$ cat src/hw/rtl/rbes_pkg.sv
package rbes_pkg;

  // Image limits and field widths
  localparam int MAX_WIDTH  = 4096;
  localparam int MAX_HEIGHT = 4096;
  localparam int DIM_W      = 13;
  localparam int CNT_W      = $clog2(MAX_WIDTH > MAX_HEIGHT ? MAX_WIDTH : MAX_HEIGHT);
  localparam int CHAN_W     = 8;
  localparam int MODE_W     = 2;
  localparam int PADDR_W    = 4;
  localparam int PDATA_W    = 32;
  localparam int IDX_W      = PADDR_W - 2;

  // Shading constants
  localparam logic [CHAN_W-1:0] LIGHT_LIMIT = CHAN_W'(175);
  localparam logic [CHAN_W-1:0] LIGHT_STEP  = CHAN_W'(80);
  localparam logic [CHAN_W-1:0] DARK_STEP   = CHAN_W'(40);
  localparam logic [CHAN_W-1:0] CHAN_MAX    = CHAN_W'(255);

  // Register map
  typedef enum logic [IDX_W-1:0] {
    REG_WIDTH  = 2'd0,
    REG_HEIGHT = 2'd1,
    REG_MODE   = 2'd2
  } reg_idx_t;

  typedef enum logic [MODE_W-1:0] {
    MODE_SUNKEN        = 2'd0,
    MODE_RAISED        = 2'd1,
    MODE_RAISED_OUTER  = 2'd2,
    MODE_RAISED_DOUBLE = 2'd3
  } bevel_mode_t;

  localparam logic [DIM_W-1:0] WIDTH_RST  = DIM_W'(64);
  localparam logic [DIM_W-1:0] HEIGHT_RST = DIM_W'(64);

  typedef struct packed {
    logic [DIM_W-1:0] width;
    logic [DIM_W-1:0] height;
    bevel_mode_t      mode;
  } cfg_t;

  typedef struct packed {
    logic [CHAN_W-1:0] red;
    logic [CHAN_W-1:0] green;
    logic [CHAN_W-1:0] blue;
  } pixel_t;

  // Where the pixel stands relative to the border
  typedef struct packed {
    logic tiny;          // image below 3 by 3, pass through
    logic y_first;
    logic y_second;
    logic y_below_first;
    logic x_first;
    logic x_second;
    logic y_last;
    logic y_next_last;
    logic x_inner;       // 1 <= x <= w-2
    logic x_next_last;
    logic x_last;
  } pos_t;

  typedef struct packed {
    pixel_t pix;
    pos_t   pos;
    logic   eoi;
  } stage_t;

  function automatic logic [CHAN_W-1:0] lighten(input logic [CHAN_W-1:0] c);
    return (c < LIGHT_LIMIT) ? c + LIGHT_STEP : CHAN_MAX;
  endfunction

  function automatic logic [CHAN_W-1:0] darken(input logic [CHAN_W-1:0] c);
    return (c > DARK_STEP) ? c - DARK_STEP : '0;
  endfunction

  function automatic logic [CHAN_W-1:0] light_or_dark(input logic [CHAN_W-1:0] c,
                                                      input logic light);
    return light ? lighten(c) : darken(c);
  endfunction

  // Zero acts as one, oversize saturates
  function automatic logic [DIM_W-1:0] eff_dim(input logic [DIM_W-1:0] v,
                                               input logic [DIM_W-1:0] maxv);
    logic [DIM_W-1:0] d;
    if (v == '0) d = DIM_W'(1);
    else if (v > maxv) d = maxv;
    else d = v;
    return d;
  endfunction

  // Apply top, left, bottom, right edges in that order
  function automatic logic [CHAN_W-1:0] shade_chan(input logic [CHAN_W-1:0] c,
                                                   input pos_t p,
                                                   input bevel_mode_t m);
    logic raised;
    logic outer;
    logic dbl;
    logic [CHAN_W-1:0] v;
    raised = (m != MODE_SUNKEN);
    outer  = (m == MODE_RAISED_OUTER) || (m == MODE_RAISED_DOUBLE);
    dbl    = (m == MODE_RAISED_DOUBLE);
    v = c;
    if (!p.tiny) begin
      if (p.y_first || (dbl && p.y_second)) v = light_or_dark(v, raised);
      if (p.y_below_first && (p.x_first || (dbl && p.x_second)))
        v = light_or_dark(v, raised);
      if (outer) begin
        if (p.y_last) v = '0;
        else if (p.y_next_last && p.x_inner) v = darken(v);
      end else if (p.y_last) begin
        v = light_or_dark(v, !raised);
      end
      if (!p.y_last) begin
        if (outer) begin
          if (p.x_next_last) v = darken(v);
          else if (p.x_last) v = '0;
        end else if (p.x_last) begin
          v = light_or_dark(v, !raised);
        end
      end
    end
    return v;
  endfunction

endpackage

$ cat src/hw/rtl/rbes_cfg_regs.sv
module rbes_cfg_regs import rbes_pkg::*; (
  input  logic               clk,
  input  logic               rst_n,
  input  logic               psel,
  input  logic               penable,
  input  logic               pwrite,
  input  logic [PADDR_W-1:0] paddr,
  input  logic [PDATA_W-1:0] pwdata,
  output logic [PDATA_W-1:0] prdata,
  output logic               pready,
  output cfg_t               cfg
);

  logic [DIM_W-1:0] width_r;
  logic [DIM_W-1:0] height_r;
  bevel_mode_t      mode_r;
  logic             wr_en;
  reg_idx_t         idx;

  assign pready = 1'b1;
  assign idx    = reg_idx_t'(paddr[PADDR_W-1:2]);
  assign wr_en  = psel && penable && pwrite;

  // Write registers on the access cycle
  always_ff @(posedge clk) begin
    if (!rst_n) begin
      width_r  <= WIDTH_RST;
      height_r <= HEIGHT_RST;
      mode_r   <= MODE_RAISED;
    end else if (wr_en) begin
      case (idx)
        REG_WIDTH:  width_r  <= pwdata[DIM_W-1:0];
        REG_HEIGHT: height_r <= pwdata[DIM_W-1:0];
        REG_MODE:   mode_r   <= bevel_mode_t'(pwdata[MODE_W-1:0]);
        default: ;
      endcase
    end
  end

  // Read back
  always_comb begin
    case (idx)
      REG_WIDTH:  prdata = PDATA_W'(width_r);
      REG_HEIGHT: prdata = PDATA_W'(height_r);
      REG_MODE:   prdata = PDATA_W'(mode_r);
      default:    prdata = '0;
    endcase
  end

  assign cfg.width  = width_r;
  assign cfg.height = height_r;
  assign cfg.mode   = mode_r;

endmodule

$ cat config.mk
export PLATFORM = sky130hd
export DESIGN_NAME = rbes_cfg_regs
export DESIGN_NICKNAME = d
export VERILOG_FILES = /design/src/hw/rtl/rbes_pkg.sv /design/src/hw/rtl/rbes_cfg_regs.sv
export SDC_FILE = /design/constraint.sdc
export NUM_CORES = 1
export LEC_CHECK = 0
export BUFFER_PORTS_ARGS = -buffer_cell sky130_fd_sc_hd__buf_2
export CORE_UTILIZATION = 25
export DETAILED_ROUTE_END_ITERATION = 12
export REMOVE_ABC_BUFFERS = 1
export SLEW_MARGIN = 20
export SYNTH_ARGS = -nofsm -noshare
export SYNTH_HDL_FRONTEND = slang
export SYNTH_SLANG_ARGS = --single-unit
$ cat constraint.sdc
create_clock -name clk -period 2.3 [get_ports clk]
set_clock_uncertainty 0.1 [all_clocks]
set_input_delay 0.115 -clock clk [delete_from_list [all_inputs] [get_ports clk]]
set_output_delay 0.115 -clock clk [all_outputs]
set_load 0.02 [all_outputs]
# Yosys cells after proc, flatten, opt, wreduce, memory -nomap -nowiden
# Index checks and enable logic that the tools add are counted.
word_totals:
  reg_bits: 28
  out_inout_bits: 61
  word_cells: 12
classes:
  n_eq_ne: 2
  n_mux: 1
  n_reduce_logical: 6
ops:
  columns: ["op", "count"]
  rows:
  - ["one-hot mux 13 bit (3 select lines)", 1]
  - ["AND reduction 2 bit", 3]
  - ["== test 2 x 1 -> 1 bit (second input constant)", 1]
  - ["== test 2 bit (second input constant)", 1]
  - ["logical AND 1 bit", 2]
  - ["logical NOT 2 bit", 1]

# Longest topological paths before layout
logic_depth:
  word_depth: 3
  depth_mapped: 4
  mapped_depth_nobuf: 3

# Worst setup path after synthesis
# OpenSTA, ideal clock, no wires.
synth_path:
  path_kind: "reg-to-output"
  start: "register height_r[0]"
  end: "output port prdata[0]"
  arrival_time_ps: 1026
  slack_ps: 1059
  stages_incl_launch_ff: 3
  path_buffers: 0
  path_cell_list: "dfxtp_1 -> mux2i_1 -> o21ai_0"
synth_between:
  elab_chain_len: 1
synth_rtl:
  columns: ["element", "line", "text"]
  rows:
  - ["from (decl)", "rbes_cfg_regs.sv:15", "logic [DIM_W-1:0] height_r;"]
  - ["from (signal assigned)", "rbes_cfg_regs.sv:33", "REG_HEIGHT: height_r <= pwdata[DIM_W-1:0];"]
  - ["one-hot mux 13 bit (3 select lines)", "rbes_cfg_regs.sv:42", "case (idx)"]
  - ["to (decl)", "rbes_cfg_regs.sv:9", "output logic [PDATA_W-1:0] prdata,"]
# No other way between the ends.

# Worst setup path after layout
layout_path:
  start: "input port paddr[2]"
  end: "output port prdata[0]"
layout_between:
  elab_chain_len: 2
layout_rtl:
  columns: ["element", "line", "text"]
  rows:
  - ["from (decl)", "rbes_cfg_regs.sv:7", "input logic [PADDR_W-1:0] paddr,"]
  - ["== test 2 bit (tied with other cells)", "rbes_cfg_regs.sv:42", null]
  - ["one-hot mux 13 bit (3 select lines) *", "rbes_cfg_regs.sv:42", null]
# Every way passes the cells marked *; elsewhere a longest branch is shown, timed or not.

==> impl_metrics.env <==
export IMPL_status="completed"
export IMPL_power_per_cell_area_nw_per_um2=488
export IMPL_drtAntennaViolNets=0
export IMPL_crit_path_frequent_cell="buf_2"
export IMPL_holdPathStages=3
export IMPL_synth_area_top_cells="dfxtp_1 38%, mux2i_1 27%, buf_4 10%, nand2_1 10%, nor2_1 2.8%"
export IMPL_viasPerCell=4.07
export IMPL_area_growth_pct=24.3
export IMPL_mappedNetlistArea_um2=1470
export IMPL_ys_seq_area_share_pct=38.2
export IMPL_peakVddDrop_uv=193
export IMPL_rsz0062_at_grt="no"
export IMPL_vias=1206
export IMPL_crit_fanout=12
export IMPL_fin_crit_sh_pct=56.1
export IMPL_portBuffers=60
export IMPL_synth_edf_count=0
export IMPL_max_cap_violations=0
export IMPL_clk_pin_slew_worst_paths_ns=0.09
export IMPL_drive_gt1_share_pct=29.9
export IMPL_grtUsageMet3_pct=2.67
export IMPL_io_pins=102
export IMPL_nNetsFinal=267
export IMPL_die_h_um=78.7
export IMPL_initial_core_util_pct=26.4
export IMPL_worstMarginPinSlew_ns=0.672
export IMPL_fin_crit_ns=1.29
export IMPL_cts_root_buf="clkbuf_8"
export IMPL_slew_headroom_pct=55.2
export IMPL_final_util_pct=32.7
export IMPL_grt_met2_usage_pct=19.9
export IMPL_crit_chain="buf_2, buf_4, nor2b_1, nand2_1, o21ai_0, buf_2"
export IMPL_yosysTopAreaCellShare_pct=38.2
export IMPL_dieArea_um2=6190
export IMPL_slowest_stage="buf_4"
export IMPL_worstSetupPathType="in2out"
export IMPL_startpoint_type="input pin"
export IMPL_ys_warn_count=0
export IMPL_met1_usage_pct=13.7
export IMPL_num_antenna_cells=0
export IMPL_wl_um=3330
export IMPL_critPathBufInv=3
export IMPL_rr_worst_depth=2
export IMPL_synth_main_ff_cell="dfxtp_1"
export IMPL_grt_pass1_vias=1147
export IMPL_min_from="pwdata[5]"
export IMPL_coreArea_um2=5570
export IMPL_drc_errors=0
export IMPL_die_w_um=78.7
export IMPL_ff2ff_setup_slack_ns=1.55
export IMPL_hpwlAfterDp_um=2400
export IMPL_grt_overflow=0
export IMPL_reg2reg_from="width_r[9]"
export IMPL_ys_top_cells_by_count="40 x mux2i_1, 39 x nand2_1, 28 x dfxtp_1"
export IMPL_yosysTopAreaCell="dfxtp_1"
export IMPL_setup_tns_ns=0
export IMPL_grt_pass1_wl_um=5480
export IMPL_fmax_mhz=775
export IMPL_antenna_found_initial=0
export IMPL_postSynthCellCount=166
export IMPL_cp_required_ns=2.09
export IMPL_grtUsageTotal_pct=11.3
export IMPL_synth_cell_types=20
export IMPL_h_tree_depth=1
export IMPL_setup_viol=0
export IMPL_synth_most_common_cell="mux2i_1"
export IMPL_grt_start_max_net_pins=42
export IMPL_leakagePower_nw=0.963
export IMPL_slew_violations=0
export IMPL_ys_ff_latch=28
export IMPL_insertion_delay_ns=0.27
export IMPL_finalHoldViolations=0
export IMPL_end_kind="output port"
export IMPL_synthArstFlopShare_pct=0
export IMPL_hold_end="width_r[5]"
export IMPL_arrival_ns=1.08
export IMPL_numCtsBuffers=3
export IMPL_syn_avg_cell_area_um2=8.85
export IMPL_post_cts_setup_buffers=0
export IMPL_cts_sinks=28
export IMPL_drt_iter0_markers=12
export IMPL_cpPeakStageDelay_ns=0.23
export IMPL_r2r_end="width_r[9]"
export IMPL_hold_class="in2reg"
export IMPL_clk_path_buf_depth=2
export IMPL_wl_per_cell_um=11.3
export IMPL_fp_row_count=27
export IMPL_grt_busiest_layer="met2"
export IMPL_first_pass_iters=4
export IMPL_cts_tree="yes"
export IMPL_routabilityCongestion=0.664
export IMPL_crit_family="buffers and inverters"
==> layout make-up <==
| type | instances | area (um2) |
|---|---|---|
| inverter | 1 | 3.75 |
| fill | 606 | 3750 |
| multi-input combinational | 125 | 764 |
| sequential | 28 | 561 |
| clock buffer | 3 | 41.3 |
| timing repair buffer | 67 | 365 |
| tap | 72 | 90.1 |
==> worst reg2reg max path: stages, from the launching register on <==
cell,delay (ns)
dfxtp_1,0.38
nand2_1,0.06
mux2i_1,0.15
==> placed cells by master, fill, tap and decap left out <==
master / instances
nor2_1: 11
dfxtp_1: 28
nand3_1: 2
nand3b_1: 1
clkbuf_8: 3
inv_1: 1
nor3b_2: 1
dlygate4sd3_1: 5
nor2b_1: 4
and3_1: 1
o21ai_0: 2
or3_1: 1
mux2i_1: 40
conb_1: 20
buf_4: 2
buf_2: 60
nor3_2: 1
o211ai_1: 1
and2_1: 1
nand2_1: 39
==> cells by family after synthesis <==
family | count (synthesis) | synth area share [%]
flops | 28 | 38.2
buf+inv | 31 | 14.7
mux | 40 | 27.3
simple gates | 62 | 18.1
other cells | 2 | 0.511
compound gates | 3 | 1.19
==> how the worst max path moves through the flow <==
| stage | from | endpoint | depth (start not counted) |
|---|---|---|---|
| after floorplan | pwrite | height_r[10] | 3 |
| after CTS | paddr[2] | prdata[0] | 5 |
| after global routing | paddr[2] | prdata[0] | 6 |
| final | paddr[2] | prdata[0] | 6 |
| after detailed placement | paddr[3] | width_r[11] | 3 |
| after global placement | paddr[3] | width_r[3] | 3 |
==> where the power goes <==
part | switching [mW] | internal (mW) | total, mW
clock network | 0.146 | 0.117 | 0.263
logic | 0.0898 | 0.0429 | 0.133
registers | 0.00482 | 0.491 | 0.496
total | 0.240 | 0.651 | 0.892
==> flip-flops by register name, indices dropped and copies added, names as in the netlist <==
name      count
mode_r        2
width_r      13
height_r     13
==> per-stage QoR <==
stage	hold WS [ns]	setup WS, ns	cell area [um2]	instances	total power [mW]
after CTS	0.00179	0.986	1830	296	0.914
after global placement	0.283	0.781	1730	288	0.634
final	0.00808	1.01	1830	296	0.892
after floorplan	0.104	0.601	1320	154	0.578
after global routing	0.0149	0.854	1830	296	0.941
after detailed placement	0.290	0.785	1730	288	0.635
==> metal layers <==
layer  routed length, um  part of all wire [%]
met5                   0                     0
met1                1550                    47
met4                   0                     0
met2                1570                    47
met3                 210                   6.3
==> what timing repair did <==
item	CTS	global route
hold endpoints to repair	6	0
gates resized for setup	0	0
hold buffers	5	0
No activity file was read; power rests on OpenSTA's default activity.
