<file path="src/hw/rtl/rbes_pkg.sv">
package rbes_pkg;

  // Image limits and field widths
  localparam int MAX_WIDTH  = 4096;
  localparam int MAX_HEIGHT = 4096;
  localparam int DIM_W      = 13;
  localparam int CNT_W      = $clog2(MAX_WIDTH > MAX_HEIGHT ? MAX_WIDTH : MAX_HEIGHT);
  localparam int CHAN_W     = 8;
  localparam int MODE_W     = 2;
  localparam int PADDR_W    = 4;
  localparam int PDATA_W    = 32;
  localparam int IDX_W      = PADDR_W - 2;

  // Shading constants
  localparam logic [CHAN_W-1:0] LIGHT_LIMIT = CHAN_W'(175);
  localparam logic [CHAN_W-1:0] LIGHT_STEP  = CHAN_W'(80);
  localparam logic [CHAN_W-1:0] DARK_STEP   = CHAN_W'(40);
  localparam logic [CHAN_W-1:0] CHAN_MAX    = CHAN_W'(255);

  // Register map
  typedef enum logic [IDX_W-1:0] {
    REG_WIDTH  = 2'd0,
    REG_HEIGHT = 2'd1,
    REG_MODE   = 2'd2
  } reg_idx_t;

  typedef enum logic [MODE_W-1:0] {
    MODE_SUNKEN        = 2'd0,
    MODE_RAISED        = 2'd1,
    MODE_RAISED_OUTER  = 2'd2,
    MODE_RAISED_DOUBLE = 2'd3
  } bevel_mode_t;

  localparam logic [DIM_W-1:0] WIDTH_RST  = DIM_W'(64);
  localparam logic [DIM_W-1:0] HEIGHT_RST = DIM_W'(64);

  typedef struct packed {
    logic [DIM_W-1:0] width;
    logic [DIM_W-1:0] height;
    bevel_mode_t      mode;
  } cfg_t;

  typedef struct packed {
    logic [CHAN_W-1:0] red;
    logic [CHAN_W-1:0] green;
    logic [CHAN_W-1:0] blue;
  } pixel_t;

  // Where the pixel stands relative to the border
  typedef struct packed {
    logic tiny;          // image below 3 by 3, pass through
    logic y_first;
    logic y_second;
    logic y_below_first;
    logic x_first;
    logic x_second;
    logic y_last;
    logic y_next_last;
    logic x_inner;       // 1 <= x <= w-2
    logic x_next_last;
    logic x_last;
  } pos_t;

  typedef struct packed {
    pixel_t pix;
    pos_t   pos;
    logic   eoi;
  } stage_t;

  function automatic logic [CHAN_W-1:0] lighten(input logic [CHAN_W-1:0] c);
    return (c < LIGHT_LIMIT) ? c + LIGHT_STEP : CHAN_MAX;
  endfunction

  function automatic logic [CHAN_W-1:0] darken(input logic [CHAN_W-1:0] c);
    return (c > DARK_STEP) ? c - DARK_STEP : '0;
  endfunction

  function automatic logic [CHAN_W-1:0] light_or_dark(input logic [CHAN_W-1:0] c,
                                                      input logic light);
    return light ? lighten(c) : darken(c);
  endfunction

  // Zero acts as one, oversize saturates
  function automatic logic [DIM_W-1:0] eff_dim(input logic [DIM_W-1:0] v,
                                               input logic [DIM_W-1:0] maxv);
    logic [DIM_W-1:0] d;
    if (v == '0) d = DIM_W'(1);
    else if (v > maxv) d = maxv;
    else d = v;
    return d;
  endfunction

  // Apply top, left, bottom, right edges in that order
  function automatic logic [CHAN_W-1:0] shade_chan(input logic [CHAN_W-1:0] c,
                                                   input pos_t p,
                                                   input bevel_mode_t m);
    logic raised;
    logic outer;
    logic dbl;
    logic [CHAN_W-1:0] v;
    raised = (m != MODE_SUNKEN);
    outer  = (m == MODE_RAISED_OUTER) || (m == MODE_RAISED_DOUBLE);
    dbl    = (m == MODE_RAISED_DOUBLE);
    v = c;
    if (!p.tiny) begin
      if (p.y_first || (dbl && p.y_second)) v = light_or_dark(v, raised);
      if (p.y_below_first && (p.x_first || (dbl && p.x_second)))
        v = light_or_dark(v, raised);
      if (outer) begin
        if (p.y_last) v = '0;
        else if (p.y_next_last && p.x_inner) v = darken(v);
      end else if (p.y_last) begin
        v = light_or_dark(v, !raised);
      end
      if (!p.y_last) begin
        if (outer) begin
          if (p.x_next_last) v = darken(v);
          else if (p.x_last) v = '0;
        end else if (p.x_last) begin
          v = light_or_dark(v, !raised);
        end
      end
    end
    return v;
  endfunction

endpackage

</file>
<file path="src/hw/rtl/rbes_shade.sv">
module rbes_shade import rbes_pkg::*; (
  input  logic   clk,
  input  logic   rst_n,
  input  cfg_t   cfg,
  input  logic   s1_valid,
  input  stage_t s1_data,
  output logic   adv,
  output logic   out_valid,
  input  logic   out_ready,
  output pixel_t out_pix,
  output logic   out_eoi
);

  logic   s2_v_r;
  pixel_t pix_r;
  logic   eoi_r;
  pixel_t shaded;

  // Shade each channel alike
  always_comb begin
    shaded.red   = shade_chan(s1_data.pix.red,   s1_data.pos, cfg.mode);
    shaded.green = shade_chan(s1_data.pix.green, s1_data.pos, cfg.mode);
    shaded.blue  = shade_chan(s1_data.pix.blue,  s1_data.pos, cfg.mode);
  end

  assign adv = !s2_v_r || out_ready;

  always_ff @(posedge clk) begin
    if (!rst_n) begin
      s2_v_r <= 1'b0;
    end else if (adv) begin
      s2_v_r <= s1_valid;
    end
  end

  // Result register
  always_ff @(posedge clk) begin
    if (adv && s1_valid) begin
      pix_r <= shaded;
      eoi_r <= s1_data.eoi;
    end
  end

  assign out_valid = s2_v_r;
  assign out_pix   = pix_r;
  assign out_eoi   = eoi_r;

endmodule

</file>
<file path="config.mk">
export PLATFORM = sky130hd
export DESIGN_NAME = rbes_shade
export DESIGN_NICKNAME = d
export VERILOG_FILES = /design/src/hw/rtl/rbes_pkg.sv /design/src/hw/rtl/rbes_shade.sv
export SDC_FILE = /design/constraint.sdc
export NUM_CORES = 1
export LEC_CHECK = 0
export ABC_CLOCK_PERIOD_IN_PS = 7770
export BUFFER_PORTS_ARGS = -buffer_cell sky130_fd_sc_hd__buf_2
export CAP_MARGIN = 15
export CORE_MARGIN = 1.5
export CORE_UTILIZATION = 61
export DETAILED_ROUTE_END_ITERATION = 6
export PLACE_DENSITY = 0.81
export SYNTH_ARGS = -nofsm -noshare
export SYNTH_HDL_FRONTEND = slang
export SYNTH_SLANG_ARGS = --single-unit
export TNS_END_PERCENT = 1
</file>
<file path="constraint.sdc">
create_clock -name clk -period 7.77 [get_ports clk]
set_clock_uncertainty 0.1 [all_clocks]
set_input_delay 0.777 -clock clk [delete_from_list [all_inputs] [get_ports clk]]
set_output_delay 0.777 -clock clk [all_outputs]
set_load 0.1 [all_outputs]
</file>
Yosys cells after proc, flatten, opt, wreduce, memory -nomap -nowiden:

Cells that the tools add are included.

* bits of input ports: 68
* flip-flop bits (word level): 26
* output and inout port bits: 27
* word-level logic and storage cells: 147

* equality and inequality tests: 2
* magnitude comparators: 24
* mux-type cells: 81
* reduce and logical (&&, ||, !) cells: 11
* add/subtract/negate cells: 24

Operator list (number)
* $mux W8: 81
* $add A8 B7 Y8 const B: 12
* $gt A8 B6 Y1 const B: 12
* $lt A8 B8 Y1 const B: 12
* $sub A8 B6 Y8 const B: 12
* $logic_and A1 B1 Y1: 5
* $eq A2 B2 Y1 const B: 2
* $logic_or A1 B1 Y1: 4
* $reduce_bool A2 Y1: 1
* $logic_not A1 Y1: 1

Longest topological paths before layout:

Gate-level depths: netlist of run 1.

* depth in word-level cells: 23
* mapped depth: 32
* depth with buffers taken out: 30

Worst setup path before layout of run 1:

No wires, ideal clock.

* kind: input to register
* from: input s1_data[32] (netlist bit)
* to: register pix_r (netlist bit out_pix[23]) (data pin)
* path slack: 1.408 ns
* path buffers: 0
* required time: 7.416 ns
* setup time: 0.254 ns
* arrival time: 6.008 ns
* stages on the path: 27
* path through: inv_1 > ha_1 > and4b_1 > a211o_1 > or3_1 > o221ai_1 > inv_1 > ha_1 > nor3_2 > a21oi_1 > o31a_1 > o21ai_0 > ha_1 > inv_1 > a211oi_2 > a22oi_1 > nor2_2 > a221oi_1 > a31oi_1 > inv_1 > ha_1 > o31ai_1 > nand2b_1 > a211oi_2 > nor2_1 > a221o_1 > o21a_1

RTL lines
* from (decl): RTL line rbes_shade.sv:6 `input stage_t s1_data,`
* to (signal assigned): RTL line rbes_shade.sv:39 `pix_r <= shaded;`
* to (decl): RTL line rbes_shade.sv:15 `pixel_t pix_r;`

==> impl_metrics.csv, run 1 <==
group,metric,value,unit
setup_path,ff2ff_path_depth,2,
cells_and_area,area_delta_synth_final,6.81,%
clocking,clockRootBuffer,"clkbuf_16",
place,routabilityCongestion,1.03,
place,port_buffers,68,
floorplanning,coreArea,11000,um2
floorplanning,start_util,63.6,%
detailed_routing,wl_per_cell,21.8,um
place,place_area,7370,um2
global_route,grt_remaining_overflow,0,
clocking,clk_pin_slew,0.07,ns
power,ir_drop,0.000122,V
detailed_routing,post_drt_via_cell_ratio,7.33,
floorplanning,io_pins,95,
sta,setup_viol,0,
clocking,clkLatencyLatePin,0.26,ns
cells_and_area,fillers,995,
cells_and_area,drive_gt1_share,17.3,%
clocking,cts_hold_buf,0,
cells_and_area,antenna_cells,0,
global_route,grt_pass1_wl,38.9,mm
flow_run,maxCapViolations,0,
cells_and_area,multi_input_area,5770,um2
setup_path,r2r_start,"out_valid",
clocking,cts-resized-gates,0,
sta,slew_viol_final,0,
detailed_routing,drc,2,
setup_path,cp-end-kind,"flop",
global_route,antenna_found_initial,0,
setup_path,path_class,"input pin to flop",
power,p_per_area,154,nW/um2
yosys,synth.avg_cell_area,7.15,um2
detailed_routing,drt-initial-drc-count,1081,
global_route,grt_max_degree,33,
yosys,synth_flop_cell,"edfxtp_1",
global_route,grt_pass1_vias,7786,
cells_and_area,final_core_util,67.9,%
cells_and_area,design_area,7460,um2
cells_and_area,seq_area,771,um2
setup_path,arrival,7.19,ns
yosys,synthCells,977,
clocking,post_cts_buffers,0,
sta,rsz0062_at_grt,"no",
floorplanning,row_count,38,
clocking,max-clock-path-buffers,2,
sta,clock.fmax,0.138,GHz
setup_path,crit_top_cell,"ha_1",
clocking,cts_made_buffers,3,
yosys,netlist_area,6980,um2
detailed_routing,routed_wl,25.1,mm
setup_path,regToRegSetupSlack,6.01,ns
place,hpwl,19.0,mm
setup_path,worstPathRequired,7.69,ns
global_route,grt_use_total,41.5,%
yosys,synth_edf_count,25,
floorplanning,die_h,110,um
sta,fin_setup_tns,0,ns
cells_and_area,final_common_cell,"nor2_1",
yosys,yosysWarnings,0,
hold_path,min_from,"out_valid",
power,p_leak,0.00289,uW
detailed_routing,drtAntennaViolNets,0,
status,violations,"design-rule violations",
clocking,cts_tree,"yes",
floorplanning,die_w,110,um
cells_and_area,fin_nets,1117,
sta,fin_crit_sh,93.6,%
power,p_total,1150,uW
setup_path,cp_slowest_cell,"a211oi_2",
status,status,"finished with violations",
yosys,ys_ff_latch,26,
sta,hold_violations,0,
setup_path,critical_path_peak_fanout,6,
yosys,ys_seq_area_share,11.0,%
detailed_routing,vias,8442,
clocking,h-tree-depth,1,
setup_path,rr_endpoint,"out_pix[21]",
sta,worst_pin_slew,1.11,ns
hold_path,holdPathEnd,"out_valid",
yosys,synthArstFlopShare,0,%
sta,final.min_clock_period,7.27,ns
hold_path,whs_path_depth,2,
setup_path,max_stage_delay,0.46,ns
hold_path,hold_class,"flop to flop",
detailed_routing,dr.pass1.iters,7,
sta,holdWs,0.426,ns
sta,max-slew-margin-rel,25.8,%
clocking,clock-sinks,26,
yosys,syn-num-nets,1081,
floorplanning,dieArea,12100,um2
cells_and_area,final_cell_mix,"nor2_1 (121), nand2_1 (87), buf_2 (68)",
setup_path,worstSetupStartpointType,"input pin",
yosys,synth_cell_types,120,
## flip-flops by register name (all words and copies together), names as in the netlist
name,cells
out_valid,1
out_pix,24
out_eoi,1
## through the flow
step,setup slack (ns),cells
floorplan,1.41,977
global placement,0.468,1148
detailed placement,0.408,1148
CTS,0.665,1152
global route,0.0556,1152
finish,0.499,1152
## cells by family after synthesis
logic type,synth area share (%)
compound gates,46.5
xor+xnor,1.25
fa+ha+maj,6.45
buf+inv,6.36
flops,11.0
mux,1.52
simple gates,26.9
## Yosys cell counts, types with 8 or more instances
master	n	area [um2]
o21ai_0	61	305
nor2_1	121	454
o31ai_1	14	105
and2_1	9	56.3
clkbuf_1	35	131
a211oi_1	18	135
a21boi_0	10	75.1
inv_1	41	154
nand2b_1	11	68.8
nor3_1	30	150
nand3_1	26	130
ha_1	36	450
nand2_1	87	327
a31oi_1	28	175
a31o_2	9	78.8
and3_1	12	75.1
o211ai_1	16	120
buf_2	10	50.1
edfxtp_1	25	751
a21oi_1	59	295
o21a_1	9	67.6
a21o_1	16	120
or3_1	8	50.1
o22ai_1	10	62.6
a221o_1	9	90.1
xnor2_1	9	78.8
o21ai_1	13	65.1
## routing by layer
| metal | share of wire, % | routed length (um) | track usage, % |
|---|---|---|---|
| met4 | 4.0 | 1000 | 17.5 |
| met5 | 0 | 0 | 0 |
| met2 | 45 | 11300 | 67.4 |
| met3 | 11 | 2840 | 7.94 |
| met1 | 40 | 9980 | 53.7 |
## critical path: cells and delay by family
kind / cells / cell delay (ns)
AO/OA/AOI/OAI: 14 / 3.31
AND/OR/NAND/NOR: 7 / 1.48
adder cells (fa/ha/maj): 4 / 0.90
buffers and inverters: 5 / 0.72
## cell type report
class                           count  share of cell area, %
Inverter                           46                   2.31
Timing Repair Buffer               87                   6.47
Tap cell                          140                   2.35
Clock buffer                        4                   1.19
Multi-Input combinational cell    849                   77.3
Sequential cell                    26                   10.3
## how the worst max path moves through the flow
| stage | startpoint | to | slack, ns | cells past startpoint |
|---|---|---|---|---|
| floorplan | s1_data[32] | out_pix[23] | 1.41 | 27 |
| global placement | s1_data[16] | out_pix[5] | 0.47 | 29 |
| detailed placement | s1_data[16] | out_pix[5] | 0.41 | 28 |
| CTS | s1_data[16] | out_pix[5] | 0.67 | 28 |
| global route | s1_data[32] | out_pix[23] | 0.06 | 29 |
| finish | s1_data[32] | out_pix[23] | 0.50 | 30 |
## report_power, final
part	total [uW]	internal [uW]	switching [uW]
combinational	840	269	571
sequential	176	173	3.12
clock	129	79.0	49.8
(Power assumes the default switching activity.)
==> run 2: changes to the inputs <==
--- a/config.mk
+++ b/config.mk
@@ -11,7 +11,7 @@
 export CORE_MARGIN = 1.5
 export CORE_UTILIZATION = 61
 export DETAILED_ROUTE_END_ITERATION = 6
-export PLACE_DENSITY = 0.81
+export PLACE_DENSITY_LB_ADDON = 0.08
 export SYNTH_ARGS = -nofsm -noshare
 export SYNTH_HDL_FRONTEND = slang
 export SYNTH_SLANG_ARGS = --single-unit
==> run 2 against run 1 <==
Compared with the run above: the run now ends clean; core utilization is 0.24 points higher; non-clock buffer count stayed put; sequential share of layout area hardly changed; critical endpoint unchanged; maximum frequency is 1.1% lower; global-route usage is 0.47 points higher.
==> impl_metrics.csv, run 2 (synthesis gave the netlist of run 1 again) <==
group,metric,value,unit
power,seq_power_share,15.0,%
detailed_routing,drt-initial-drc-count,1115,
cells_and_area,antenna_cells,0,
clocking,clkLatencyLatePin,0.28,ns
clocking,clk_pin_slew,0.08,ns
setup_path,path_class,"input pin to flop",
cells_and_area,drive_gt1_share,17.5,%
cells_and_area,fin_nets,1117,
floorplanning,io_pins,95,
setup_path,arrival,7.30,ns
setup_path,cp_slowest_cell,"a211oi_1",
global_route,grt_max_degree,33,
place,dp_slack,0.412,ns
global_route,met3_usage,10.3,%
sta,fin_crit_sh,94.7,%
place,routabilityCongestion,1.04,
detailed_routing,drc,0,
global_route,grt_use_total,42.0,%
power,intPower,547,uW
power,p_per_area,157,nW/um2
sta,max-slew-margin-rel,21.7,%
status,status,"finished clean",
power,p_leak,0.00290,uW
setup_path,worstSetupStartpointType,"input pin",
floorplanning,die_h,110,um
cells_and_area,design_area,7490,um2
clocking,h-tree-depth,1,
floorplanning,row_count,38,
hold_path,hold_class,"flop to flop",
sta,final.min_clock_period,7.35,ns
cells_and_area,final_core_util,68.2,%
sta,fin_ws,0.415,ns
sta,hold_violations,0,
cells_and_area,fillers,993,
cells_and_area,seq_area,771,um2
sta,setup_viol,0,
global_route,antenna_found_initial,0,
detailed_routing,vias,8488,
detailed_routing,routed_wl,25.2,mm
power,p_comb_share,71.7,%
clocking,max-clock-path-buffers,2,
place,hpwl,19.1,mm
floorplanning,start_util,63.6,%
place,port_buffers,68,
global_route,grt_remaining_overflow,0,
power,p_sw,630,uW
detailed_routing,dr.pass1.iters,6,
global_route,grt_pass1_wl,39.2,mm
sta,worst_pin_slew,1.17,ns
place,place_area,7370,um2
setup_path,worstPathRequired,7.71,ns
flow_run,maxCapViolations,0,
global_route,grt_pass1_vias,7561,
clocking,cts_made_buffers,3,
sta,fin_setup_tns,0,ns
clocking,clock-sinks,26,
sta,clock.fmax,0.136,GHz
power,p_sw_share,53.5,%
detailed_routing,wl_per_cell,21.9,um
power,ir_drop,0.000148,V
setup_path,critical_path_peak_fanout,6,
global_route,grt_util_met1,53.8,%
setup_path,cp-end-kind,"flop",
clocking,cts_tree,"yes",
clocking,clockRootBuffer,"clkbuf_16",
floorplanning,die_w,110,um
detailed_routing,post_drt_via_cell_ratio,7.37,
clocking,post_cts_buffers,0,
global_route,busiest_layer,"met2",
sta,rsz0062_at_grt,"no",
cells_and_area,final_cell_mix,"nor2_1 (121), nand2_1 (87), buf_2 (68)",
power,p_clk_share,13.4,%
cells_and_area,final_common_cell,"nor2_1",
cells_and_area,area_delta_synth_final,7.18,%
cells_and_area,largest_register_ffs,24,
global_route,grtUsageMet2,64.5,%
detailed_routing,drtAntennaViolNets,0,
floorplanning,coreArea,11000,um2
cells_and_area,multi_input_area,5780,um2
floorplanning,dieArea,12100,um2
sta,slew_viol_final,0,
setup_path,max_stage_delay,0.62,ns
## run 2: changes by cell type in the layout (fill, tap and decap cells not counted)
cell / change
a21oi_1: -1
a21oi_2: +1
a311oi_1: -1
a311oi_2: +1
bufinv_16: +1
clkbuf_8: -1
## run 2: final cells by class
type                            count  area share, %
Clock buffer                        3           1.00
Clock inverter                      1          0.401
Inverter                           46           2.31
Multi-Input combinational cell    849           77.2
Sequential cell                    26           10.3
Tap cell                          140           2.34
Timing Repair Buffer               87           6.45
## run 2: worst paths after layout
check | start | end | slack, ns | cells after the start
max | s1_data[32] | out_pix[23] | 0.42 | 31
min | out_valid | out_valid | 0.45 | 2
max reg2reg | out_valid | out_pix[0] | 5.93 | 2
min reg2reg | out_valid | out_valid | 0.45 | 2
## run 2: metal layers
layer | up-vias | share of wire (%)
met3 | 104 | 12
met1 | 3881 | 39
met2 | 605 | 43
li1 | 3898 | -
met5 | - | 0
met4 | 0 | 6.0
## run 2: power groups by stage
| stage | clock network (uW) | registers, uW | logic (uW) |
|---|---|---|---|
| 6_report | 157 | 176 | 844 |
| 5_1_grt | 162 | 178 | 909 |
| 4_1_cts | 157 | 177 | 815 |
| 3_5_place_dp | 0 | 180 | 812 |
| 3_3_place_gp | 0 | 179 | 804 |
| 2_1_floorplan | 0 | 280 | 540 |
## run 2: what timing repair did
item,in CTS,in global routing
hold buffers,0,0
gates resized for setup,0,2
endpoints found under the setup margin,0,1
## run 2: per-stage QoR
| step | total power (uW) | instances | hold slack, ns |
|---|---|---|---|
| floorplan | 820 | 977 | 0.776 |
| global placement | 983 | 1148 | 0.416 |
| detailed placement | 991 | 1148 | 0.445 |
| CTS | 1150 | 1152 | 0.453 |
| global route | 1250 | 1152 | 0.476 |
| finish | 1180 | 1152 | 0.450 |
## run 2: critical path: cells and delay by family
kind                     cells  cell delay [ns]
AND/OR/NAND/NOR              7             1.24
adder cells (fa/ha/maj)      4             0.90
AO/OA/AOI/OAI               14             3.64
buffers and inverters        6             0.75
==> run 3: changes to the inputs <==
--- a/config.mk
+++ b/config.mk
@@ -5,7 +5,7 @@
 export SDC_FILE = /design/constraint.sdc
 export NUM_CORES = 1
 export LEC_CHECK = 0
-export ABC_CLOCK_PERIOD_IN_PS = 7770
+export ABC_CLOCK_PERIOD_IN_PS = 7750
 export BUFFER_PORTS_ARGS = -buffer_cell sky130_fd_sc_hd__buf_2
 export CAP_MARGIN = 15
 export CORE_MARGIN = 1.5
==> constraint.sdc (replaced) <==
create_clock -name clk -period 7.75 [get_ports clk]
set_clock_uncertainty 0.1 [all_clocks]
set_input_delay 0.775 -clock clk [delete_from_list [all_inputs] [get_ports clk]]
set_output_delay 0.775 -clock clk [all_outputs]
set_load 0.1 [all_outputs]
==> run 3 against run 2 <==
Compared with the run above: the run now ends with design-rule violations left; clock power is 17% lower; routed wire length is 1.3% higher; clock-buffer cell count is 1 higher; total power is 1.7% lower; non-clock buffer count is 4 higher; die area stayed put; largest power group unchanged; highest routed layer unchanged.
==> impl_metrics.csv, run 3 (synthesis gave the netlist of run 1 again) <==
group,metric,value,unit
clocking,max-clock-path-buffers,2,
global_route,grt_use_total,42.3,%
cells_and_area,drive_gt1_share,17.6,%
sta,max-slew-margin-rel,23.7,%
setup_path,r2r_start,"out_valid",
setup_path,regToRegSetupSlack,5.95,ns
power,p_sw,631,uW
detailed_routing,post_drt_via_cell_ratio,7.41,
setup_path,worstSetupStartpointType,"input pin",
setup_path,max_stage_delay,0.62,ns
status,violations,"design-rule violations",
sta,fin_crit_sh,92.6,%
clocking,post_cts_buffers,0,
setup_path,cp_slowest_cell,"a211oi_1",
sta,fin_setup_tns,0,ns
sta,setup_viol,0,
cells_and_area,fin_nets,1121,
clocking,clk_pin_slew,0.07,ns
flow_run,maxCapViolations,0,
cells_and_area,final_core_util,68.2,%
detailed_routing,vias,8568,
floorplanning,coreArea,11000,um2
floorplanning,dieArea,12100,um2
detailed_routing,drc,1,
cells_and_area,antenna_cells,0,
power,p_total,1160,uW
detailed_routing,drt-initial-drc-count,1224,
global_route,antenna_found_initial,0,
setup_path,crit_top_cell,"inv_1",
power,p_comb_share,73.4,%
clocking,cts_tree,"yes",
setup_path,ff2ff_path_depth,2,
floorplanning,start_util,63.6,%
sta,worst_pin_slew,1.14,ns
place,placed_cells,1152,
global_route,grt_remaining_overflow,0,
detailed_routing,dr.pass1.iters,7,
clocking,clockRootBuffer,"clkbuf_16",
global_route,grt_max_degree,33,
clocking,h-tree-depth,1,
sta,rsz0062_at_grt,"no",
detailed_routing,routed_wl,25.5,mm
floorplanning,die_h,110,um
cells_and_area,stdcell_count,1156,
sta,clock.fmax,0.139,GHz
setup_path,cp-end-kind,"flop",
place,port_buffers,68,
power,p_leak,0.00291,uW
power,p_per_area,155,nW/um2
cells_and_area,area_delta_synth_final,7.24,%
sta,slew_viol_final,0,
detailed_routing,drtAntennaViolNets,0,
floorplanning,row_count,38,
clocking,clock-sinks,26,
power,intPower,527,uW
global_route,grt_pass1_wl,39.7,mm
place,hpwl,19.4,mm
detailed_routing,wl_per_cell,22.1,um
setup_path,path_class,"input pin to flop",
cells_and_area,design_area,7490,um2
clocking,cts-resized-gates,0,
setup_path,arrival,7.10,ns
floorplanning,die_w,110,um
power,p_sw_share,54.5,%
setup_path,endpoint,"out_pix[23]",
sta,final.min_clock_period,7.17,ns
hold_path,hold_class,"flop to flop",
power,seq_power_share,15.3,%
global_route,grt_pass1_vias,7679,
power,p_clk_share,11.3,%
floorplanning,io_pins,95,
cells_and_area,final_cell_mix,"nor2_1 (121), nand2_1 (87), buf_2 (68)",
status,status,"finished with violations",
power,ir_drop,0.000148,V
clocking,cts_hold_buf,0,
place,place_area,7400,um2
cells_and_area,largest_register_ffs,24,
place,routabilityCongestion,1.00,
setup_path,rr_endpoint,"out_pix[0]",
setup_path,startpoint,"s1_data[32]",
setup_path,critical_path_peak_fanout,6,
clocking,clkLatencyLatePin,0.27,ns
clocking,cts_made_buffers,3,
sta,hold_violations,0,
setup_path,worstPathRequired,7.68,ns
cells_and_area,final_common_cell,"nor2_1",
-- run 3: cell count changes in the layout (fill, tap and decap cells not counted) --
| cell | previous run | this run |
|---|---|---|
| a311oi_1 | 4 | 5 |
| buf_4 | 19 | 23 |
| a311oi_2 | 3 | 2 |
| clkbuf_8 | 0 | 1 |
| a21oi_1 | 58 | 59 |
| bufinv_16 | 1 | 0 |
| a21oi_2 | 3 | 2 |
-- run 3: worst min-delay path by stage --
stage / start / end / slack [ns] / cells after the start
after floorplan: s1_data[0] / out_eoi / 0.77 / 0
after global placement: out_valid / out_valid / 0.41 / 2
after detailed placement: out_valid / out_valid / 0.43 / 2
after CTS: out_valid / out_valid / 0.44 / 2
after global routing: out_valid / out_valid / 0.48 / 2
final: out_valid / out_valid / 0.44 / 2
-- run 3: worst max-delay path, delay by kind of cell --
kind                     cells  cell delay (ns)
AO/OA/AOI/OAI               13             3.32
adder cells (fa/ha/maj)      4             0.93
buffers and inverters        7             0.78
AND/OR/NAND/NOR              8             1.30
-- run 3: power by group through the flow --
stage	clock network [uW]	logic [uW]	registers [uW]
after floorplan	0	541	281
after global placement	0	813	179
after detailed placement	0	821	180
after CTS	131	824	178
after global routing	136	913	179
final	131	850	177
-- run 3: routing by layer --
metal / part of all wire (%) / vias to the layer above / GRT usage (%)
met3: 12 / 105 / 8.64
met5: 0 / - / 0
li1: - / 3916 / -
met4: 5.3 / 0 / 21.3
met2: 44 / 586 / 66.4
met1: 39 / 3961 / 54.9
-- run 3: through the flow --
stage / hold WS (ns) / setup slack [ns]
after floorplan: 0.774 / 1.39
after global placement: 0.412 / 0.554
after detailed placement: 0.433 / 0.497
after CTS: 0.442 / 0.769
after global routing: 0.476 / 0.122
final: 0.444 / 0.577
-- run 3: layout make-up --
cell class	instances	area, um2
Fill cell	986	3490
Multi-Input combinational cell	849	5770
Tap cell	140	175
Inverter	46	173
Clock buffer	4	88.8
Timing Repair Buffer	91	513
Sequential cell	26	771
